[src/hw/rtl/mrrh_pkg.sv]
`timescale 1ns / 1ps
// ----------------------------------------------------------------------------
// Mutex round-robin handoff package
// Shared types and constants for the hardware mutex with waiter handoff.
// ----------------------------------------------------------------------------
package mrrh_pkg;

	localparam int MAX_TASKS = 32;

	localparam int IN_BITS = 41;
	localparam int IN_BYTES_BITS = 48;
	localparam int OUT_BITS = 15;
	localparam int OUT_BYTES_BITS = 16;

	typedef enum logic [1:0] {
		ACT_LOCK   = 2'd0,
		ACT_UNLOCK = 2'd1,
		ACT_INIT   = 2'd2,
		ACT_RSVD   = 2'd3
	} action_t;

	typedef enum logic [2:0] {
		ST_OK        = 3'd0,
		ST_NOT_INIT  = 3'd1,
		ST_BAD_CTX   = 3'd2,
		ST_RECURSIVE = 3'd3,
		ST_IRQS_OFF  = 3'd4,
		ST_NOT_OWNER = 3'd5,
		ST_WAIT      = 3'd6
	} status_t;

	typedef enum logic {
		CFG_NUM_TASKS = 1'b0,
		CFG_IDLE_TASK = 1'b1
	} cfg_index_t;

	typedef struct packed {
		logic [31:0] blocked_tasks;
		logic        irqs_were_off;
		logic        context_ok;
		logic [4:0]  requester_task;
		logic [1:0]  action;
	} req_t;

	typedef struct packed {
		logic [4:0] owner_after;
		logic       locked_after;
		logic [4:0] handoff_task;
		logic       handoff_valid;
		logic [2:0] status;
	} rsp_t;

endpackage

[src/hw/rtl/mutex_round_robin_handoff.sv]
`timescale 1ns / 1ps
// ----------------------------------------------------------------------------
// Mutex round-robin handoff
// Hardware lock with init, lock and unlock requests and direct handoff of
// ownership to the next blocked waiter, searched round-robin after the owner.
// ----------------------------------------------------------------------------
// Usage:
//   Requests enter on s_tdata (action, requester_task, context_ok,
//   irqs_were_off, blocked_tasks) and each request yields exactly one
//   response on m_tdata (status, handoff_valid, handoff_task, locked_after,
//   owner_after). The configuration channel writes the task count (index 0)
//   and idle_task (index 1); it is always ready; the user must write it only
//   while idle, as the block does not enforce this. A request is captured in
//   the input register and resolved by one pass of logic, a split at the
//   requester and find-first over the 32-bit waiting mask, into the output
//   register; one request per cycle is sustained while m_tready stays high.
//   When the receiver stalls, the held response stays in the output register
//   and one further request waits in the input register; s_tready then drops.
//   Reset clears the lock state and the initialized flag, sets the task count
//   to 32 and idle_task to 0, and empties both registers.
// ----------------------------------------------------------------------------
module mutex_round_robin_handoff
	import mrrh_pkg::*;
(
	input  logic                      clk,
	input  logic                      arst_n,
	input  logic                      s_tvalid,
	output logic                      s_tready,
	// action[1:0], requester_task[6:2], context_ok[7], irqs_were_off[8],
	// blocked_tasks[40:9], zero fill[47:41]
	input  logic [IN_BYTES_BITS-1:0]  s_tdata,
	output logic                      m_tvalid,
	input  logic                      m_tready,
	// status[2:0], handoff_valid[3], handoff_task[8:4], locked_after[9],
	// owner_after[14:10], zero fill[15]
	output logic [OUT_BYTES_BITS-1:0] m_tdata,
	input  logic                      cfg_valid,
	output logic                      cfg_ready,
	input  logic                      cfg_index,
	input  logic [5:0]                cfg_data
);

	logic        valid_s1;
	req_t        req_s1;
	logic        m_valid_q;
	rsp_t        rsp_q;
	logic        adv;

	logic [5:0]  num_tasks_q;
	logic [4:0]  idle_q;
	logic        init_q;
	logic        held_q;
	logic [4:0]  owner_q;
	logic [31:0] wait_q;

	logic        nxt_init;
	logic        nxt_held;
	logic [4:0]  nxt_owner;
	logic [31:0] nxt_wait;
	rsp_t        rsp_d;

	logic [5:0]  eff_count;
	logic [31:0] valid_ids;
	logic [31:0] me;
	logic [31:0] above_t;
	logic [31:0] cand;
	logic [31:0] stale;
	logic [31:0] pick;
	logic [31:0] onehot;
	logic [31:0] below_f;
	logic [31:0] swept;
	logic        found;
	logic        found_hi;
	logic [4:0]  found_id;
	logic        bad_ctx;

	assign cfg_ready = 1'b1;
	assign adv = valid_s1 && (!m_valid_q || m_tready);
	assign s_tready = !valid_s1 || adv;
	assign m_tvalid = m_valid_q;
	assign m_tdata = {{(OUT_BYTES_BITS - OUT_BITS){1'b0}}, rsp_q};

	always_comb begin
		eff_count = (num_tasks_q > 6'(MAX_TASKS)) ? 6'(MAX_TASKS) : num_tasks_q;
		for (int i = 0; i < 32; i++) begin
			valid_ids[i] = (6'(i) < eff_count) && (5'(i) != idle_q);
		end
		me = 32'd1 << req_s1.requester_task;
		above_t = ~((me - 32'd1) | me);
		cand = wait_q & valid_ids & req_s1.blocked_tasks;
		stale = wait_q & valid_ids & ~req_s1.blocked_tasks;
		found_hi = |(cand & above_t);
		pick = found_hi ? (cand & above_t) : (cand & ~above_t);
		found = |pick;
		onehot = pick & (~pick + 32'd1);
		found_id = '0;
		for (int i = 0; i < 32; i++) begin
			if (onehot[i]) begin
				found_id = found_id | 5'(i);
			end
		end
		below_f = onehot - 32'd1;
		if (!found) begin
			swept = '1;
		end else if (found_hi) begin
			swept = above_t & below_f;
		end else begin
			swept = above_t | below_f;
		end
		bad_ctx = !req_s1.context_ok || (req_s1.requester_task == idle_q) ||
			({1'b0, req_s1.requester_task} >= eff_count);
	end

	always_comb begin
		nxt_init = init_q;
		nxt_held = held_q;
		nxt_owner = owner_q;
		nxt_wait = wait_q;
		rsp_d = '0;
		rsp_d.status = ST_OK;
		unique case (action_t'(req_s1.action))
			ACT_INIT: begin
				nxt_held = 1'b0;
				nxt_owner = '0;
				nxt_wait = '0;
				nxt_init = 1'b1;
			end
			ACT_RSVD: begin
				rsp_d.status = ST_BAD_CTX;
			end
			ACT_LOCK, ACT_UNLOCK: begin
				if (!init_q) begin
					rsp_d.status = ST_NOT_INIT;
				end else if (bad_ctx) begin
					rsp_d.status = ST_BAD_CTX;
				end else if (action_t'(req_s1.action) == ACT_LOCK) begin
					if (!held_q) begin
						nxt_held = 1'b1;
						nxt_owner = req_s1.requester_task;
						nxt_wait = wait_q & ~me;
					end else if (owner_q == req_s1.requester_task) begin
						if ((wait_q & me) != '0) begin
							nxt_wait = wait_q & ~me;
						end else begin
							rsp_d.status = ST_RECURSIVE;
						end
					end else if (req_s1.irqs_were_off) begin
						rsp_d.status = ST_IRQS_OFF;
					end else begin
						nxt_wait = wait_q | me;
						rsp_d.status = ST_WAIT;
					end
				end else begin
					if (!held_q || owner_q != req_s1.requester_task) begin
						rsp_d.status = ST_NOT_OWNER;
					end else begin
						nxt_wait = wait_q & ~(stale & swept);
						if (found) begin
							nxt_owner = found_id;
							rsp_d.handoff_valid = 1'b1;
							rsp_d.handoff_task = found_id;
						end else begin
							nxt_held = 1'b0;
							nxt_owner = '0;
						end
					end
				end
			end
			default: begin
				rsp_d.status = ST_BAD_CTX;
			end
		endcase
		rsp_d.locked_after = nxt_held;
		rsp_d.owner_after = nxt_held ? nxt_owner : 5'd0;
	end

	always_ff @(posedge clk or negedge arst_n) begin
		if (!arst_n) begin
			num_tasks_q <= 6'(MAX_TASKS);
			idle_q <= '0;
		end else if (cfg_valid && cfg_ready) begin
			unique case (cfg_index_t'(cfg_index))
				CFG_NUM_TASKS: num_tasks_q <= cfg_data;
				CFG_IDLE_TASK: idle_q <= cfg_data[4:0];
				default: ;
			endcase
		end
	end

	always_ff @(posedge clk or negedge arst_n) begin
		if (!arst_n) begin
			valid_s1 <= 1'b0;
		end else if (s_tready) begin
			valid_s1 <= s_tvalid;
		end
	end

	always_ff @(posedge clk) begin
		if (s_tvalid && s_tready) begin
			req_s1 <= req_t'(s_tdata[IN_BITS-1:0]);
		end
	end

	always_ff @(posedge clk or negedge arst_n) begin
		if (!arst_n) begin
			init_q <= 1'b0;
			held_q <= 1'b0;
			owner_q <= '0;
			wait_q <= '0;
			m_valid_q <= 1'b0;
		end else begin
			if (adv) begin
				init_q <= nxt_init;
				held_q <= nxt_held;
				owner_q <= nxt_owner;
				wait_q <= nxt_wait;
				m_valid_q <= 1'b1;
			end else if (m_tready) begin
				m_valid_q <= 1'b0;
			end
		end
	end

	always_ff @(posedge clk) begin
		if (adv) begin
			rsp_q <= rsp_d;
		end
	end

endmodule
[config.mk]
export PLATFORM = sky130hd
export DESIGN_NAME = mutex_round_robin_handoff
export DESIGN_NICKNAME = d
export VERILOG_FILES = /design/src/hw/rtl/mrrh_pkg.sv /design/src/hw/rtl/mutex_round_robin_handoff.sv
export SDC_FILE = /design/constraint.sdc
export NUM_CORES = 1
export LEC_CHECK = 0
export ABC_AREA = 1
export BUFFER_PORTS_ARGS = -buffer_cell sky130_fd_sc_hd__buf_2
export CORE_MARGIN = 5
export CORE_UTILIZATION = 55
export CTS_CLUSTER_SIZE = 10
export DETAILED_ROUTE_END_ITERATION = 8
export GPL_TIMING_DRIVEN = 0
export PLACE_DENSITY = 0.74
export RECOVER_POWER = 100
export SLEW_MARGIN = 20
export SYNTH_ARGS = -nofsm -noshare
export SYNTH_HDL_FRONTEND = slang
export SYNTH_SLANG_ARGS = --single-unit
export TNS_END_PERCENT = 30
[constraint.sdc]
create_clock -name clk -period 3.91 [get_ports clk]
set_input_delay 0.391 -clock clk [delete_from_list [all_inputs] [get_ports clk]]
set_output_delay 0.391 -clock clk [all_outputs]
set_load 0.1 [all_outputs]
==> metrics.csv, run 1 <==
stage,metric,value,unit
detailed_routing,DRT Pass-1 Iters,8,
critical_path,crit start category,flop,
sta,FMAX,238,MHz
critical_path,crit-path max cell delay,530,ps
synth,fraction of synthesized area in multiplexers,0,
synth,synth warn,0,
critical_path,kind of end point of the critical path,flop,
placed_design,DP HPWL,27200,µm
detailed_routing,residual DRC count,0,
cells_and_area,"Core Util, Final",0.688,
global_route,antenna violations before repair,0,
global_route,vias in the first global route,9755,
clock_tree,Clock Pin Slew Worst Setup and Hold Paths,90,ps
cells_and_area,final cell count without fillers,1763,
job,max_cap viols,2,
run_status,failing checks,"max-capacitance violations, max-slew violations, negative setup slack",
pwr,static leakage,5.67,nW
cells_and_area,diode count,0,
sta,final period utilization,1.08,
pwr,Power Density,631,nW/µm²
global_route,largest net degree at the start of global routing,53,
clock_tree,total CTS buffers,9,
synth,"top cells by area, synth","edfxtp_1, dfrtp_1, nand2_1",
clock_tree,H-tree depth,3,
synth,post-synth top area cell,edfxtp_1,
hold_path,Hold Crit Start,s_tdata[20],
detailed_routing,Vias per Instance,6.22,
global_route,gr usage total,0.373,
sta,Max Clock Skew,19.1,ps
sta,RSZ-0062 raised after global routing,true,
detailed_routing,post-route ant nets,0,
global_route,GR Overflow Total,0,
clock_tree,CTS tree,built,
synth,Mapped Nets,1429,
detailed_routing,via count,11000,
cells_and_area,share of cells above drive strength 1,0.261,
synth,"Primary FF master, synth",edfxtp_1,
synth,synth unique cells,58,
pwr,Max VDD drop,0.433,mV
global_route,first-pass GRT wire length,55600,µm
floorplan,Die X,138,µm
synth,Compound-Gate Fraction of Synth Area,0.165,
sta,Rel. slew slack,-1.17,
critical_path,Setup crit start,num_tasks_q[5],
placed_design,PortBufs,69,
cells_and_area,fill count,1457,
synth,post-synthesis sequential area ratio,0.329,
placed_design,Placed Cells,1654,
clock_tree,Clock Sinks,108,
detailed_routing,DR WL/cell,21.3,µm
sta,setup TNS,-3830,ps
sta,"Min Clock Period, post-route",4210,ps
cells_and_area,"most common cell after layout, fill and taps aside",nand2_1,
critical_path,worst-path fanout max,8,
pwr,total power,7.13,mW
cells_and_area,"commonest cells after routing, fill and taps aside","nand2_1, inv_1, nor2_1",
hold_path,Hold Path Class,input port to flop,
clock_tree,"Clk Latency, worst-skew pair",370,ps
placed_design,Placer Congestion,1.07,
critical_path,CP max-delay cell,dfstp_2,
critical_path,r2r startpoint,num_tasks_q[5],
critical_path,Worst Path Arrival,4440,ps
placed_design,Setup WS pre-CTS,-1030,ps
floorplan,row count,47,
synth,xor/xnor share of the synthesized area,0.00483,
sta,Max Transition Viols Final,85,
hold_path,Hold Path Cell Cnt,1,
clock_tree,maximum clock insertion buffer count,2,
critical_path,WS Path Type,flop to flop,
floorplan,IO Pins,79,
synth,post-synth top area share,0.185,
cells_and_area,nets,1603,
synth,synthesized area,9070,µm²
sta,final hold viol count,0,
critical_path,CP required,4150,ps
critical_path,R2R depth,28,
sta,setup violators final,36,
floorplan,Initial Util,0.553,
run_status,status,"finished, violations left",
clock_tree,root buf cell,clkbuf_16,
synth,largest family of logic cells by synthesized area,simple AND/OR/NAND/NOR gates,
synth,Syn Inst Count,1364,
sta,Least-Margin Pin Slew,3250,ps
floorplan,Die H,138,µm
synth,Synth async-reset ratio,0.481,
floorplan,die footprint,19200,µm²
floorplan,core box area,16400,µm²
detailed_routing,1st-iter DRT viols,1513,
cells_and_area,P&R area growth vs syn,24.5,%
synth,"EDFF count, synth",56,
synth,simple-gate portion of the synthesized area,0.372,
synth,synthesized flop and latch total,108,
detailed_routing,WL final,37500,µm
critical_path,cell mode on critical path,buf_4,
synth,syn_area_per_cell,6.65,µm²
synth,Post-Synth Adder-Cell Area,0.0149,
sta,Final WS setup,-296,ps
Yosys cell counts, types with 11 or more instances:
cell	instances
a21oi_1	76
buf_2	12
buf_6	11
clkbuf_1	21
dfrtp_1	51
edfxtp_1	56
inv_1	171
inv_2	15
nand2_1	337
nand2_2	17
nand3_1	117
nand4_1	43
nor2_1	145
nor2_2	17
nor3_1	15
o211ai_1	22
o21ai_0	102
o21ai_1	14
o22ai_1	16
worst max-delay path: cells and delay by family, from the launching register on:
family	cells	cell delay (ps)
buffers and inverters	21	2610
flip-flops	1	530
AO/OA/AOI/OAI	2	160
AND/OR/NAND/NOR	5	770
repair_timing:
item | CTS | global route
gates cloned | 1 | 1
endpoints found under the setup margin | 50 | 50
gates resized for setup | 86 | 114
buffers inserted | 53 | 38
hold buffers | 0 | 0
pin swaps | 37 | 39
layout make-up:
type	instances	area, µm²	share of cell area
buffer	53	385	0.0341
multi-input combinational	1014	5590	0.495
clock buffer	10	229	0.0203
inverter	189	744	0.0659
timing repair buffer	163	1040	0.0917
tap	220	275	0.0244
sequential	108	2980	0.264
clock inverter	6	48.8	0.00432
state kept, by name (all words and copies together) (netlist names):
signal / flops
m_tdata: 15
init_q: 1
held_q: 1
req_s1: 41
m_tvalid: 1
idle_q: 5
wait_q: 32
owner_q: 5
valid_s1: 1
num_tasks_q: 6
path summary, 6_finish.rpt:
kind / to / slack [ps]
max: wait_q[22] / -300
min: req_s1[20] / 200
max reg2reg: wait_q[22] / -300
min reg2reg: init_q / 530
max in group asynchronous: wait_q[2] / 940
min in group asynchronous: held_q / 1090
routing by layer:
metal	global-route usage	vias up	share of wire
met5	0	-	0
met4	0.181	0	0.056
met3	0.119	178	0.14
met2	0.548	863	0.42
met1	0.498	5002	0.39
li1	-	4920	-
where the power goes:
group          leakage [nW]  internal (mW)  switching [mW]
Clock                 0.133          0.441           0.465
Sequential             1.22           1.41           0.202
Combinational          4.32           1.52            3.08
Total                  5.67           3.38            3.75
cell families after synthesis:
group	Yosys count
AO/OA/AOI/OAI	262
XOR/XNOR	5
adder cells (fa/ha/maj)	12
buffers and inverters	242
flip-flops	108
other	2
AND/OR/NAND/NOR	733
through the flow:
stage / instance area [µm²] / hold WS, ps
after detailed placement: 9720 / 508
after floorplan: 9070 / 95.4
after CTS: 10700 / 122
after global routing: 11300 / 192
final: 11300 / 197
after global placement: 9690 / 504
Note: power is estimated with default switching activity, not from simulation.
==> inputs of run 2 (changes only) <==
--- a/config.mk
+++ b/config.mk
@@ -18,4 +18,3 @@
 export SYNTH_ARGS = -nofsm -noshare
 export SYNTH_HDL_FRONTEND = slang
 export SYNTH_SLANG_ARGS = --single-unit
-export TNS_END_PERCENT = 30
==> run 2 against run 1 <==
Compared with the run above:
- the run ends with design-rule violations, max-capacitance violations, max-slew violations, negative setup slack left
- via count rose by 1.2%
- register-to-register slack improved by 30 ps
- sequential power barely moved
- largest power group unchanged
==> metrics.csv, run 2 (synthesis results as in run 1) <==
stage,metric,value,unit
critical_path,r2r startpoint,num_tasks_q[5],
pwr,static leakage,5.82,nW
sta,"Min Clock Period, post-route",4170,ps
clock_tree,Clock Sinks,108,
detailed_routing,via count,11100,
critical_path,Worst Path Arrival,4390,ps
global_route,vias in the first global route,9721,
sta,FMAX,240,MHz
clock_tree,maximum clock insertion buffer count,2,
cells_and_area,"commonest cells after routing, fill and taps aside","nand2_1, inv_1, buf_4",
sta,Max Transition Viols Final,85,
floorplan,row count,47,
critical_path,WS Path Type,flop to flop,
pwr,register share of total power,0.220,
pwr,Max VDD drop,0.517,mV
cells_and_area,"most common cell after layout, fill and taps aside",nand2_1,
cells_and_area,Largest Register,req_s1,
clock_tree,CTS tree,built,
floorplan,IO Pins,79,
sta,final period utilization,1.07,
global_route,gr usage total,0.373,
critical_path,crit start category,flop,
detailed_routing,residual DRC count,5,
placed_design,DP HPWL,27200,µm
cells_and_area,Largest register FFs,41,
pwr,clock power share,0.123,
critical_path,worst flop-to-flop path endpoint,m_tdata[11],
detailed_routing,DR WL/cell,21.3,µm
detailed_routing,post-route ant nets,0,
floorplan,Initial Util,0.553,
cells_and_area,P&R area growth vs syn,28.1,%
clock_tree,H-tree depth,3,
floorplan,die footprint,19200,µm²
sta,Least-Margin Pin Slew,3230,ps
clock_tree,total CTS buffers,9,
hold_path,Hold Path Cell Cnt,1,
clock_tree,Clock Pin Slew Worst Setup and Hold Paths,80,ps
run_status,status,"finished, violations left",
sta,Hold WS,196,ps
global_route,first-pass GRT wire length,55600,µm
pwr,power share of the combinational group,0.657,
detailed_routing,1st-iter DRT viols,1621,
clock_tree,Post-CTS Hold Buffers,0,
global_route,antenna violations before repair,1,
critical_path,"setup slack, reg-to-reg",-260,ps
cells_and_area,final cell count without fillers,1781,
critical_path,worst-path fanout max,10,
sta,setup violators final,43,
sta,Rel. slew slack,-1.15,
cells_and_area,fill count,1404,
placed_design,Placed Area,9720,µm²
critical_path,cell mode on critical path,nand2_1,
floorplan,Die H,138,µm
hold_path,Hold Crit Start,s_tdata[9],
floorplan,Die X,138,µm
pwr,sw frac,0.521,
placed_design,PortBufs,69,
cells_and_area,Reg area,2990,µm²
placed_design,Placer Congestion,1.07,
placed_design,Placed Cells,1654,
sta,RSZ-0062 raised after global routing,true,
cells_and_area,design area,11600,µm²
hold_path,Hold Path Class,input port to flop,
cells_and_area,diode count,0,
pwr,total power,7.36,mW
cells_and_area,nets,1621,
pwr,Switch Pwr,3.83,mW
cells_and_area,share of cells above drive strength 1,0.278,
detailed_routing,Vias per Instance,6.23,
pwr,Power Density,633,nW/µm²
critical_path,CP max-delay cell,dfstp_2,
pwr,Pint,3.53,mW
sta,final hold viol count,0,
global_route,GR Overflow Total,0,
hold_path,Worst Hold End,req_s1[9],
global_route,largest net degree at the start of global routing,53,
sta,Max Clock Skew,19.0,ps
critical_path,R2R depth,30,
job,max_cap viols,2,
detailed_routing,DRT Pass-1 Iters,9,
clock_tree,"Clk Latency, worst-skew pair",370,ps
critical_path,CP required,4130,ps
cells_and_area,multi-input logic area,5690,µm²
run_status,failing checks,"design-rule violations, max-capacitance violations, max-slew violations, negative setup slack",
sta,Final WS setup,-263,ps
detailed_routing,WL final,37900,µm
clock_tree,root buf cell,clkbuf_16,
cells_and_area,"Core Util, Final",0.708,
floorplan,core box area,16400,µm²
critical_path,kind of end point of the critical path,flop,
critical_path,crit-path max cell delay,530,ps
[run 2: cell count changes in the layout (fill, tap and decap cells not counted), sizes merged]
cell | before | now
buf | 173 | 190
clkbuf | 53 | 54
clkinv | 6 | 5
inv | 188 | 189
[run 2: routing by layer]
metal  vias up  global-route usage  routed length, µm
met4         2               0.181               2380
met1      5086               0.499              14800
li1       4973                   -                  -
met3       195               0.118               5130
met5         -                   0                 15
met2       839               0.547              15600
[run 2: power by group through the flow]
stage | logic, mW | clock network, mW | registers [mW]
after floorplan | 2.37 | 0 | 1.73
after global placement | 3.58 | 0 | 1.62
after detailed placement | 3.61 | 0 | 1.62
after CTS | 4.16 | 0.912 | 1.60
after global routing | 5.10 | 0.960 | 1.64
final | 4.83 | 0.908 | 1.62
[run 2: repair_timing]
item	CTS	global route
buffers inserted	54	54
pin swaps	37	45
endpoints found under the setup margin	50	50
gates cloned	1	4
gates resized for setup	91	157
[run 2: critical path: cells and delay by family (launching register included)]
family | cells | cell delay, ps
buffers and inverters | 7 | 850
flip-flops | 1 | 530
AND/OR/NAND/NOR | 21 | 2350
AO/OA/AOI/OAI | 2 | 300
[run 2: per-stage QoR]
step | TNS (ps) | setup slack [ps]
finish | -5360 | -263
global route | -11670 | -394
CTS | -33.7 | -18.0
detailed placement | -38090 | -1030
global placement | -38000 | -1020
floorplan | 0 | 611
[run 2: area by class of cell]
type | count | area share
inverter | 189 | 0.0646
clock inverter | 6 | 0.00420
timing repair buffer | 181 | 0.105
tap | 220 | 0.0237
clock buffer | 10 | 0.0197
multi-input combinational | 1014 | 0.490
buffer | 53 | 0.0365
sequential | 108 | 0.257
[run 2: worst max path at each step]
stage,from,end,slack (ps),depth (start not counted)
2_1_floorplan,num_tasks_q[5],m_tdata[10],610,24
3_3_place_gp,num_tasks_q[1],wait_q[29],-1020,21
3_5_place_dp,num_tasks_q[1],wait_q[13],-1030,21
4_1_cts,num_tasks_q[5],wait_q[29],-20,25
5_1_grt,req_s1[6],owner_q[2],-390,31
6_report,num_tasks_q[5],m_tdata[11],-260,30
